### config.mk
export PLATFORM = sky130hd
export DESIGN_NAME = sequential_list_table
export DESIGN_NICKNAME = d
export VERILOG_FILES = /design/src/design/sll_pkg.sv /design/src/design/sequential_list_table.sv /design/src/design/sll_cell.sv
export SDC_FILE = /design/constraint.sdc
export NUM_CORES = 1
export LEC_CHECK = 0
export BUFFER_PORTS_ARGS = -buffer_cell sky130_fd_sc_hd__buf_2
export CAP_MARGIN = 20
export CORE_ASPECT_RATIO = 0.7
export CORE_UTILIZATION = 50
export CTS_CLUSTER_SIZE = 28
export DETAILED_ROUTE_END_ITERATION = 12
export GPL_ROUTABILITY_DRIVEN = 1
export GPL_TIMING_DRIVEN = 1
export PLACE_DENSITY = 0.73
export SLEW_MARGIN = 5
export SYNTH_ARGS = -nofsm -noshare
export SYNTH_HDL_FRONTEND = slang
export SYNTH_HIERARCHICAL = 1
export SYNTH_SLANG_ARGS = --single-unit
### constraint.sdc
create_clock -name clk -period 13.17 [get_ports clk]
set_input_delay 2.634 -clock clk [delete_from_list [all_inputs] [get_ports clk]]
set_output_delay 2.634 -clock clk [all_outputs]
set_load 0.01 [all_outputs]
### src/design/sll_pkg.sv
// Shared types and constants for the sequential list table.
package sll_pkg;

  localparam int OPCODE_W   = 2;
  localparam int POSITION_W = 4;
  localparam int VALUE_W    = 32;
  localparam int COUNT_W    = 5;
  localparam int CAP_W      = 5;
  localparam logic [CAP_W-1:0] CAP_RESET = CAP_W'(16);

  typedef enum logic [OPCODE_W-1:0] {
    OP_APPEND = 2'd0,
    OP_DELETE = 2'd1,
    OP_GET    = 2'd2,
    OP_CHANGE = 2'd3
  } sll_op_t;

  typedef struct packed {
    sll_op_t                 opcode;
    logic [POSITION_W-1:0]   position;
    logic [VALUE_W-1:0]      value;
  } sll_in_t;

  typedef struct packed {
    logic                    ok;
    logic [VALUE_W-1:0]      read_value;
    logic [COUNT_W-1:0]      count;
  } sll_out_t;

  // Broadcast to every cell: which successful update happens this cycle.
  typedef struct packed {
    logic                    append;
    logic                    remove;
    logic                    change;
    logic [POSITION_W-1:0]   position;
  } sll_cmd_t;

endpackage

### src/design/sequential_list_table.sv
// Top level of the sequential list table: control, cell chain and result register.
//
// The list takes one operation per input transfer on the in_valid/in_ready
// channel and returns exactly one result per operation on the
// out_valid/out_ready channel. An operation appends a word at the tail,
// deletes the entry at a position and closes the gap, reads an entry, or
// overwrites one. Each result carries a success flag, the word read by a
// successful get (zero otherwise) and the length of the list afterward.
// The operation is decoded combinationally; the cells update and the result is
// captured in the output register at the same clock edge.
// Throughput is one operation per cycle while the receiver keeps out_ready high;
// a delete moves every later live cell down by one in parallel.
// When the receiver stalls, the result register holds its transfer and
// in_ready stays low until that result is taken; a new operation is accepted
// in the same cycle the waiting result leaves.
// The capacity register is written by cfg_wr_en/cfg_wr_data at any edge.
// Synchronous reset empties the list, sets the capacity to 16 and drops any
// pending result. Cell contents are not cleared; only positions below the
// current length are ever read.
module sequential_list_table #(
  parameter int DEPTH      = 16,
  parameter int DATA_WIDTH = 32
) (
  input  logic                         clk,
  input  logic                         rst,
  input  logic                         in_valid,
  output logic                         in_ready,
  input  sll_pkg::sll_in_t             in_data,
  output logic                         out_valid,
  input  logic                         out_ready,
  output sll_pkg::sll_out_t            out_data,
  input  logic                         cfg_wr_en,
  input  logic [sll_pkg::CAP_W-1:0]    cfg_wr_data
);
  import sll_pkg::*;

  // Fill counter width and a common width for comparing fill, capacity,
  // position and depth without losing bits.
  localparam int FW  = $clog2(DEPTH + 1);
  localparam int CW0 = (FW > CAP_W) ? FW : CAP_W;
  localparam int CW  = (CW0 > POSITION_W) ? CW0 : POSITION_W;
  // Only the first sixteen cells can be addressed by a position.
  localparam int RD_N = (DEPTH < (1 << POSITION_W)) ? DEPTH : (1 << POSITION_W);

  logic [CAP_W-1:0]       capacity;
  logic [FW-1:0]          fill;
  logic [FW-1:0]          fill_next;
  sll_out_t               result_next;

  logic                   accept;
  logic [CW-1:0]          fill_c;
  logic [CW-1:0]          cap_c;
  logic [CW-1:0]          pos_c;
  logic                   room;
  logic                   pos_ok;
  logic                   op_ok;
  sll_cmd_t               cmd;
  logic [63:0]            value_wide;
  logic [DATA_WIDTH-1:0]  wdata;
  logic [DATA_WIDTH-1:0]  cell_data [DEPTH];
  logic [DATA_WIDTH-1:0]  rd_data;
  logic [63:0]            rd_wide;
  logic [CW-1:0]          fill_next_c;

  // A new operation enters when the result register is empty or emptying.
  assign in_ready = !out_valid || out_ready;
  assign accept   = in_valid && in_ready;

  assign fill_c = CW'(fill);
  assign cap_c  = CW'(capacity);
  assign pos_c  = CW'(in_data.position);

  // Append needs room under both the configured capacity and the cell count.
  assign room   = (fill_c < cap_c) && (fill_c < CW'(DEPTH));
  // Any position below the length is live, and therefore inside the chain.
  assign pos_ok = pos_c < fill_c;

  always_comb begin
    unique case (in_data.opcode)
      OP_APPEND: op_ok = room;
      OP_DELETE: op_ok = pos_ok;
      OP_GET:    op_ok = pos_ok;
      OP_CHANGE: op_ok = pos_ok;
      default:   op_ok = 1'b0;
    endcase
  end

  always_comb begin
    cmd.append   = accept && op_ok && (in_data.opcode == OP_APPEND);
    cmd.remove   = accept && op_ok && (in_data.opcode == OP_DELETE);
    cmd.change   = accept && op_ok && (in_data.opcode == OP_CHANGE);
    cmd.position = in_data.position;
  end

  // Store only the low DATA_WIDTH bits of the incoming word.
  assign value_wide = 64'(in_data.value);
  assign wdata      = value_wide[DATA_WIDTH-1:0];

  // The cell chain: each cell hands its word to the cell below it.
  for (genvar i = 0; i < DEPTH; i++) begin : g_cell
    logic [DATA_WIDTH-1:0] from_right;
    if (i == DEPTH - 1) begin : g_last
      assign from_right = '0;
    end else begin : g_mid
      assign from_right = cell_data[i + 1];
    end
    sll_cell #(
      .DEPTH      (DEPTH),
      .DATA_WIDTH (DATA_WIDTH),
      .INDEX      (i)
    ) u_cell (
      .clk      (clk),
      .cmd      (cmd),
      .fill     (fill),
      .wdata    (wdata),
      .neighbor (from_right),
      .data     (cell_data[i])
    );
  end

  // Read-out selects the addressed cell among those a position can reach.
  always_comb begin
    rd_data = '0;
    for (int k = 0; k < RD_N; k++) begin
      if (pos_c == CW'(k)) begin
        rd_data = cell_data[k];
      end
    end
  end

  assign rd_wide = 64'(rd_data);

  always_comb begin
    fill_next = fill;
    if (cmd.append) begin
      fill_next = fill + FW'(1);
    end else if (cmd.remove) begin
      fill_next = fill - FW'(1);
    end
  end

  assign fill_next_c = CW'(fill_next);

  always_comb begin
    result_next.ok         = op_ok;
    result_next.read_value = (op_ok && (in_data.opcode == OP_GET)) ? rd_wide[VALUE_W-1:0]
                                                                   : '0;
    result_next.count      = fill_next_c[COUNT_W-1:0];
  end

  always_ff @(posedge clk) begin
    if (rst) begin
      capacity  <= CAP_RESET;
      fill      <= '0;
      out_valid <= 1'b0;
    end else begin
      if (cfg_wr_en) begin
        capacity <= cfg_wr_data;
      end
      fill <= fill_next;
      if (accept) begin
        out_valid <= 1'b1;
      end else if (out_ready) begin
        out_valid <= 1'b0;
      end
    end
  end

  // Result payload needs no reset; it is qualified by out_valid.
  always_ff @(posedge clk) begin
    if (accept) begin
      out_data <= result_next;
    end
  end

endmodule

### src/design/sll_cell.sv
// One storage cell of the list: loads a new word or takes its right neighbor's word.
module sll_cell #(
  parameter int DEPTH      = 16,
  parameter int DATA_WIDTH = 32,
  parameter int INDEX      = 0
) (
  input  logic                          clk,
  input  sll_pkg::sll_cmd_t             cmd,
  input  logic [$clog2(DEPTH+1)-1:0]    fill,
  input  logic [DATA_WIDTH-1:0]         wdata,
  input  logic [DATA_WIDTH-1:0]         neighbor,
  output logic [DATA_WIDTH-1:0]         data
);
  import sll_pkg::*;

  localparam int FW = $clog2(DEPTH + 1);
  localparam int CW = (FW > POSITION_W) ? FW : POSITION_W;
  localparam logic [CW-1:0] MY_IDX  = CW'(INDEX);
  localparam logic [CW-1:0] NEXT_IDX = CW'(INDEX + 1);

  logic [CW-1:0] fill_c;
  logic [CW-1:0] pos_c;
  logic          load;
  logic          shift;

  assign fill_c = CW'(fill);
  assign pos_c  = CW'(cmd.position);

  // The tail cell takes an append; the addressed cell takes a change.
  assign load  = (cmd.append && (fill_c == MY_IDX)) ||
                 (cmd.change && (pos_c == MY_IDX));
  // On a delete, every cell from the hole up to below the last live one takes its neighbor's word.
  assign shift = cmd.remove && (MY_IDX >= pos_c) && (NEXT_IDX < fill_c);

  always_ff @(posedge clk) begin
    if (load) begin
      data <= wdata;
    end else if (shift) begin
      data <= neighbor;
    end
  end

endmodule

==> summary.txt, run 1 <==
PortBufs - 87
Most common cell after layout, fill and taps aside - edfxtp_1
Commonest non-fill, non-tap cells in the layout - edfxtp_1, mux2_4, mux2_2
Unrepaired setup endpoints after global routing - no
Initial core utilization - 50.6%
Worst path arrival time - 6.67 ns
Post_cts resized - 0
R2R Path Start - fill[2]
Fmax - 0.155 GHz
CTS tree - built
Worst Tran Pin Value - 1.19 ns
Hold crit path type - reg -> reg
Via count - 20062
Synth Warn # - 6
M1 GR Usage - 43.5%
Net Sw Power - 0.929 mW
Iteration-0 DRC Markers - 2898
CTS Buffer Depth - 3
Logic pwr share - 8.5%
Layout Skew - 0.0244 ns
Die width - 300 microns
Clk_lat worst skew - 0.63 ns
Synth Cell Area - 0.0312 sq mm
TritonCTS Sinks - 561
Chip height - 211 microns
Setup TNS - 0 ns
DR WL/cell - 28.3 microns
Area of the die - 0.0633 sq mm
R2R cell count - 11
Startpoint types - input pin
Dpl ws - 6.21 ns
Vias per cell - 6.53
Pwr/cell area - 113 mW/mm^2
Antenna Nets Post-Route - 0
IO Pins - 88
Area growth syn-to-layout - 9.06%
Met2 Usage GRT - 35.9%
Post-synth top flop - edfxtp_1
H-Tree Level Count - 2
Length of the first detailed-routing pass in iterations - 6
RD Place Congestion - 0.887
Gate Count Post-Synth - 2126
Post-synth EDFFs - 550
Seq/Total Area, Yosys - 53.7%
Critical Path Fanout Max - 57
Grt ovf - 0
Largest net degree at the start of global routing - 142
Final Hold Fails - 0
Worst setup path endpoint - g_cell[3].u_cell/data[7]
Core box area - 0.0615 sq mm
Max capacitance violation total - 0
Leak - 12.7 nW
Sw Ratio - 24.1%
CTS Hold Bufs - 0
Reg2reg end - g_cell[10].u_cell/data[6]
Setup Viol. Count Final - 0
Row count - 76
Clk pwr share - 40.2%
Clock transition at path regs - 0.06 ns
Gr busiest metal - met1
Total CTS buffers - 56
First-pass GRT wire length - 129 mm
Vias in the first global route - 19051
Setup ws final - 6.73 ns
Final period util - 48.9%
DRC viols - 0
Setup bufs post-CTS - 0
Cell variety after synth - 100
CP startpoint - in_data[33]
Crit path kind - in -> reg
R2R setup slack - 8.22 ns
Fin crit period - 6.44 ns
Ant diodes - 0
Root buffer cell - clkbuf_16
Internal power - 2.92 mW
Total GRT Usage - 27.3%
Async SR Flop Fraction - 0%
Share of cells above drive strength 1 - 34.6%
Syn Area/Cell - 14.7 sq um
Required @ worst endpoint - 13.41 ns
Initial antenna violation count - 4
Total Routed Length - 86.9 mm
NumNets Final - 2265
Met3 usage - 7.70%
Final max-slew violation count - 0
Slew headroom - 20.6%
Detailed placement HPWL - 57.2 mm
Outcome - finished, final reports clean
Portion of total power attributed to sequential cells - 51.3%
Yosys reg bits - 561
Critical Path Sink Type - register
Worst vdd ir - 79.7 uV
==> critical path, stage by stage <==
cell and delay (ns):
buf_6 0.40, buf_4 0.75, buf_4 0.67, buf_4 0.54, and4bb_2 0.34, a22oi_4 0.05, buf_4 0.35, nand2_2 0.80
==> through the flow <==
| stage | instance area (sq um) | hold WS [ns] | cells | util, % | power [mW] |
|---|---|---|---|---|---|
| 5_1_grt | 34000 | 0.540 | 3070 | 55.2 | 3.95 |
| 6_report | 34000 | 0.500 | 3070 | 55.2 | 3.85 |
| 4_1_cts | 33900 | 0.507 | 3066 | 55.1 | 3.85 |
| 3_3_place_gp | 32100 | 0.476 | 2960 | 52.1 | 2.32 |
| 3_5_place_dp | 32200 | 0.496 | 2965 | 52.3 | 2.32 |
| 2_1_floorplan | 31300 | 0.459 | 2157 | - | 2.20 |
==> cells by family (layout without fill, tap and decap cells) <==
family / Yosys count / after routing / synth area share, %
multiplexers: 637 / 637 / 26.8
other: 1 / 32 / 0.0120
buffers and inverters: 166 / 260 / 3.79
flip-flops: 561 / 561 / 53.7
AND/OR/NAND/NOR: 325 / 325 / 5.72
AO/OA/AOI/OAI: 423 / 423 / 9.44
XOR/XNOR: 4 / 4 / 0.112
adder cells (fa/ha/maj): 9 / 9 / 0.361
==> cell usage after synthesis (9+ instances only) <==
master	instances	area (sq um)
a211oi_1	34	255
nor2b_1	25	156
dfxtp_1	11	220
o21ai_0	54	270
mux2_2	197	2220
a22o_1	11	96.3
clkbuf_1	49	184
buf_12	9	180
o22ai_1	44	275
nor2_1	113	424
mux4_2	17	383
o21ai_1	17	85.1
edfxtp_1	550	16500
buf_4	16	120
nor3_1	21	105
a221oi_1	15	131
nand2b_1	13	81.3
nand2_1	75	282
buf_6	39	439
mux2_4	293	4400
ha_1	9	113
nand3_1	22	110
mux2_1	51	574
inv_1	23	86.3
a21oi_1	129	646
mux2i_1	79	791
buf_2	21	105
a22oi_1	12	90.1
a2bb2oi_1	13	114
==> final cells by class <==
type / count / area (sq um)
Clock buffer: 75 / 1490
Clock inverter: 26 / 220
Fill cell: 4810 / 27500
Inverter: 27 / 101
Multi-Input combinational cell: 1430 / 13500
Sequential cell: 561 / 16700
Tap cell: 819 / 1020
Timing Repair Buffer: 132 / 943
==> how the worst min path moves through the flow <==
| stage | from | end | slack, ns | cells after the start |
|---|---|---|---|---|
| floorplan | cap_c[4] | cap_c[4] | 0.46 | 2 |
| finish | cap_c[0] | cap_c[0] | 0.50 | 2 |
| CTS | cap_c[4] | cap_c[4] | 0.51 | 2 |
| global placement | cap_c[4] | cap_c[4] | 0.48 | 2 |
| global route | cap_c[0] | cap_c[0] | 0.54 | 2 |
| detailed placement | cap_c[0] | cap_c[0] | 0.50 | 2 |
==> power groups by stage <==
stage          Combinational [mW]  Clock, mW  Sequential, mW
2_1_floorplan               0.180          0            2.02
3_5_place_dp                0.312          0            2.01
5_1_grt                     0.341       1.63            1.98
4_1_cts                     0.313       1.56            1.98
3_3_place_gp                0.305          0            2.01
6_report                    0.326       1.55            1.98
==> registers in the layout, summed over array words and instances, names as in the netlist <==
| signal | count |
|---|---|
| out_data | 38 |
| cap_c | 5 |
| out_valid | 1 |
| fill | 5 |
| g_cell.u_cell/data | 512 |
==> routing by layer <==
| layer | wire (microns) | part of all wire [%] |
|---|---|---|
| met1 | 39100 | 45 |
| met5 | 13 | 0.015 |
| met3 | 11800 | 14 |
| met2 | 34200 | 39 |
| met4 | 1810 | 2.1 |
No activity file was read; power rests on OpenSTA's default activity.
==> run 2: changes to the inputs <==
--- a/config.mk
+++ b/config.mk
@@ -13,7 +13,7 @@
 export DETAILED_ROUTE_END_ITERATION = 12
 export GPL_ROUTABILITY_DRIVEN = 1
 export GPL_TIMING_DRIVEN = 1
-export PLACE_DENSITY = 0.73
+export PLACE_DENSITY = 0.76
 export SLEW_MARGIN = 5
 export SYNTH_ARGS = -nofsm -noshare
 export SYNTH_HDL_FRONTEND = slang
==> constraint.sdc (replaced) <==
create_clock -name clk -period 5.61 [get_ports clk]
set_input_delay 1.122 -clock clk [delete_from_list [all_inputs] [get_ports clk]]
set_output_delay 1.122 -clock clk [all_outputs]
set_load 0.01 [all_outputs]
==> summary.txt, run 2 (synthesis results as in run 1) <==
DR WL/cell - 29.5 microns
Share of cells above drive strength 1 - 36.2%
Root buffer cell - clkbuf_16
Max reg flops - 512
Register with the most flip-flops - g_cell.u_cell/data
Critical path buffers and inverters - 4
Slew headroom - 24.7%
Clk_lat worst skew - 0.63 ns
Sw Ratio - 24.3%
Grt ovf - 0
Pwr/cell area - 263 mW/mm^2
Core box area - 0.0615 sq mm
R2R cell count - 12
H-Tree Level Count - 2
Area of the die - 0.0633 sq mm
Unrepaired setup endpoints after global routing - no
Setup Viol. Count Final - 0
R2R setup slack - 1.34 ns
Setup TNS - 0 ns
Cell Area, Placed - 0.0326 sq mm
CTS Hold Bufs - 0
Vias per cell - 6.62
Crit-path cells - buf_4, ha_1, or4_1, a21oi_2, o21ai_2, nand2_1, and4_1, buf_4, inv_1, o21ai_0, o2bb2ai_4, buf_4
Largest regs - g_cell.u_cell/data x512, out_data x38
Total Routed Length - 91.9 mm
Non-Filler Instances - 3119
Initial antenna violation count - 3
Net Sw Power - 2.20 mW
Largest net degree at the start of global routing - 83
Worst Tran Pin Value - 1.13 ns
Crit path kind - reg -> reg
Critical Path Sink Type - register
Commonest non-fill, non-tap cells in the layout - edfxtp_1, mux2_4, mux2_2
Die width - 300 microns
WHS Endpoint - cap_c[3]
Initial core utilization - 50.6%
Setup bufs post-CTS - 0
Hold_sp - cap_c[3]
Required @ worst endpoint - 5.90 ns
Reg2reg end - g_cell[14].u_cell/data[24]
Total CTS buffers - 53
Placed cell count - 3014
Logic pwr share - 8.5%
Chip height - 211 microns
Length of the first detailed-routing pass in iterations - 6
Iteration-0 DRC Markers - 2555
Fill cells - 4809
Portion of total power attributed to sequential cells - 51.1%
Outcome - finished, final reports clean
R2R Path Start - fill[4]
Hold crit path type - reg -> reg
Post-route cell area - 0.0343 sq mm
Internal power - 6.84 mW
Vias in the first global route - 20640
Detailed placement HPWL - 56.7 mm
CP most frequent cell - buf_4
Final Hold Fails - 0
Total GRT Usage - 28.7%
PortBufs - 87
Via count - 20658
Clk pwr share - 40.3%
IO Pins - 88
RD Place Congestion - 0.900
Row count - 76
Antenna Nets Post-Route - 0
Leak - 13.0 nW
Total power - 9.05 mW
NumNets Final - 2309
CP peak stage delay - 0.54 ns
CTS Buffer Depth - 3
Area growth syn-to-layout - 10.2%
TritonCTS Sinks - 561
Final max-slew violation count - 0
Startpoint types - register
Worst vdd ir - 205 uV
Hold Crit Depth - 2
Max capacitance violation total - 0
Most common cell after layout, fill and taps aside - edfxtp_1
Final period util - 76.2%
CTS tree - built
First-pass GRT wire length - 135 mm
Worst path arrival time - 4.57 ns
Critical Path Fanout Max - 32
Fmax - 0.234 GHz
CP max stage cell - and4_1
Post_cts resized - 0
DRC viols - 0
Clock transition at path regs - 0.07 ns
Layout Skew - 0.0254 ns
Fin crit period - 4.27 ns
Delay-heaviest family, CP - simple AND/OR/NAND/NOR gates
-- run 2: metal layers --
metal	up-vias	share of wire, %	GRT usage, %
li1	8593	-	-
met5	-	0.012	0
met3	204	13	7.83
met2	1402	44	42.5
met4	2	3.2	9.39
met1	10457	40	40.7
-- run 2: through the flow --
| stage | setup WS (ns) | util [%] | hold slack (ns) |
|---|---|---|---|
| global route | 1.21 | 55.8 | 0.543 |
| global placement | 0.942 | 53.0 | 0.477 |
| floorplan | 0.250 | - | 0.459 |
| detailed placement | 0.855 | 53.0 | 0.489 |
| finish | 1.34 | 55.8 | 0.507 |
| CTS | 1.14 | 55.7 | 0.511 |
-- run 2: worst max path at each step --
| stage | end | from | cells after the start | slack [ns] |
|---|---|---|---|---|
| 6_report | g_cell[14].u_cell/data[24] | fill[4] | 12 | 1.34 |
| 4_1_cts | g_cell[13].u_cell/data[31] | fill[0] | 9 | 1.14 |
| 3_3_place_gp | g_cell[13].u_cell/data[1] | in_data[33] | 11 | 0.94 |
| 2_1_floorplan | g_cell[6].u_cell/data[0] | out_ready | 7 | 0.25 |
| 5_1_grt | g_cell[14].u_cell/data[16] | fill[4] | 12 | 1.21 |
| 3_5_place_dp | g_cell[13].u_cell/data[31] | in_data[33] | 11 | 0.86 |
-- run 2: power groups by stage --
| stage | clock [mW] | combinational [mW] | sequential (mW) |
|---|---|---|---|
| finish | 3.65 | 0.772 | 4.63 |
| global route | 3.81 | 0.808 | 4.63 |
| CTS | 3.67 | 0.744 | 4.63 |
| detailed placement | 0 | 0.739 | 4.72 |
| global placement | 0 | 0.721 | 4.72 |
| floorplan | 0 | 0.422 | 4.73 |
-- run 2: area by class of cell --
type	count	area (sq um)	share of cell area, %
Multi-Input combinational cell	1430	13500	39.3
Sequential cell	561	16700	48.7
Antenna cell	3	7.51	0.0219
Clock buffer	64	1410	4.11
Timing Repair Buffer	179	1290	3.75
Tap cell	819	1020	2.98
Inverter	27	101	0.295
Clock inverter	36	285	0.831
-- run 2: tightest hold or removal path: cells and delay by family (launching register included) --
family / cells / cell delay [ns]
flops: 1 / 0.33
mux: 1 / 0.07
simple gates: 1 / 0.07
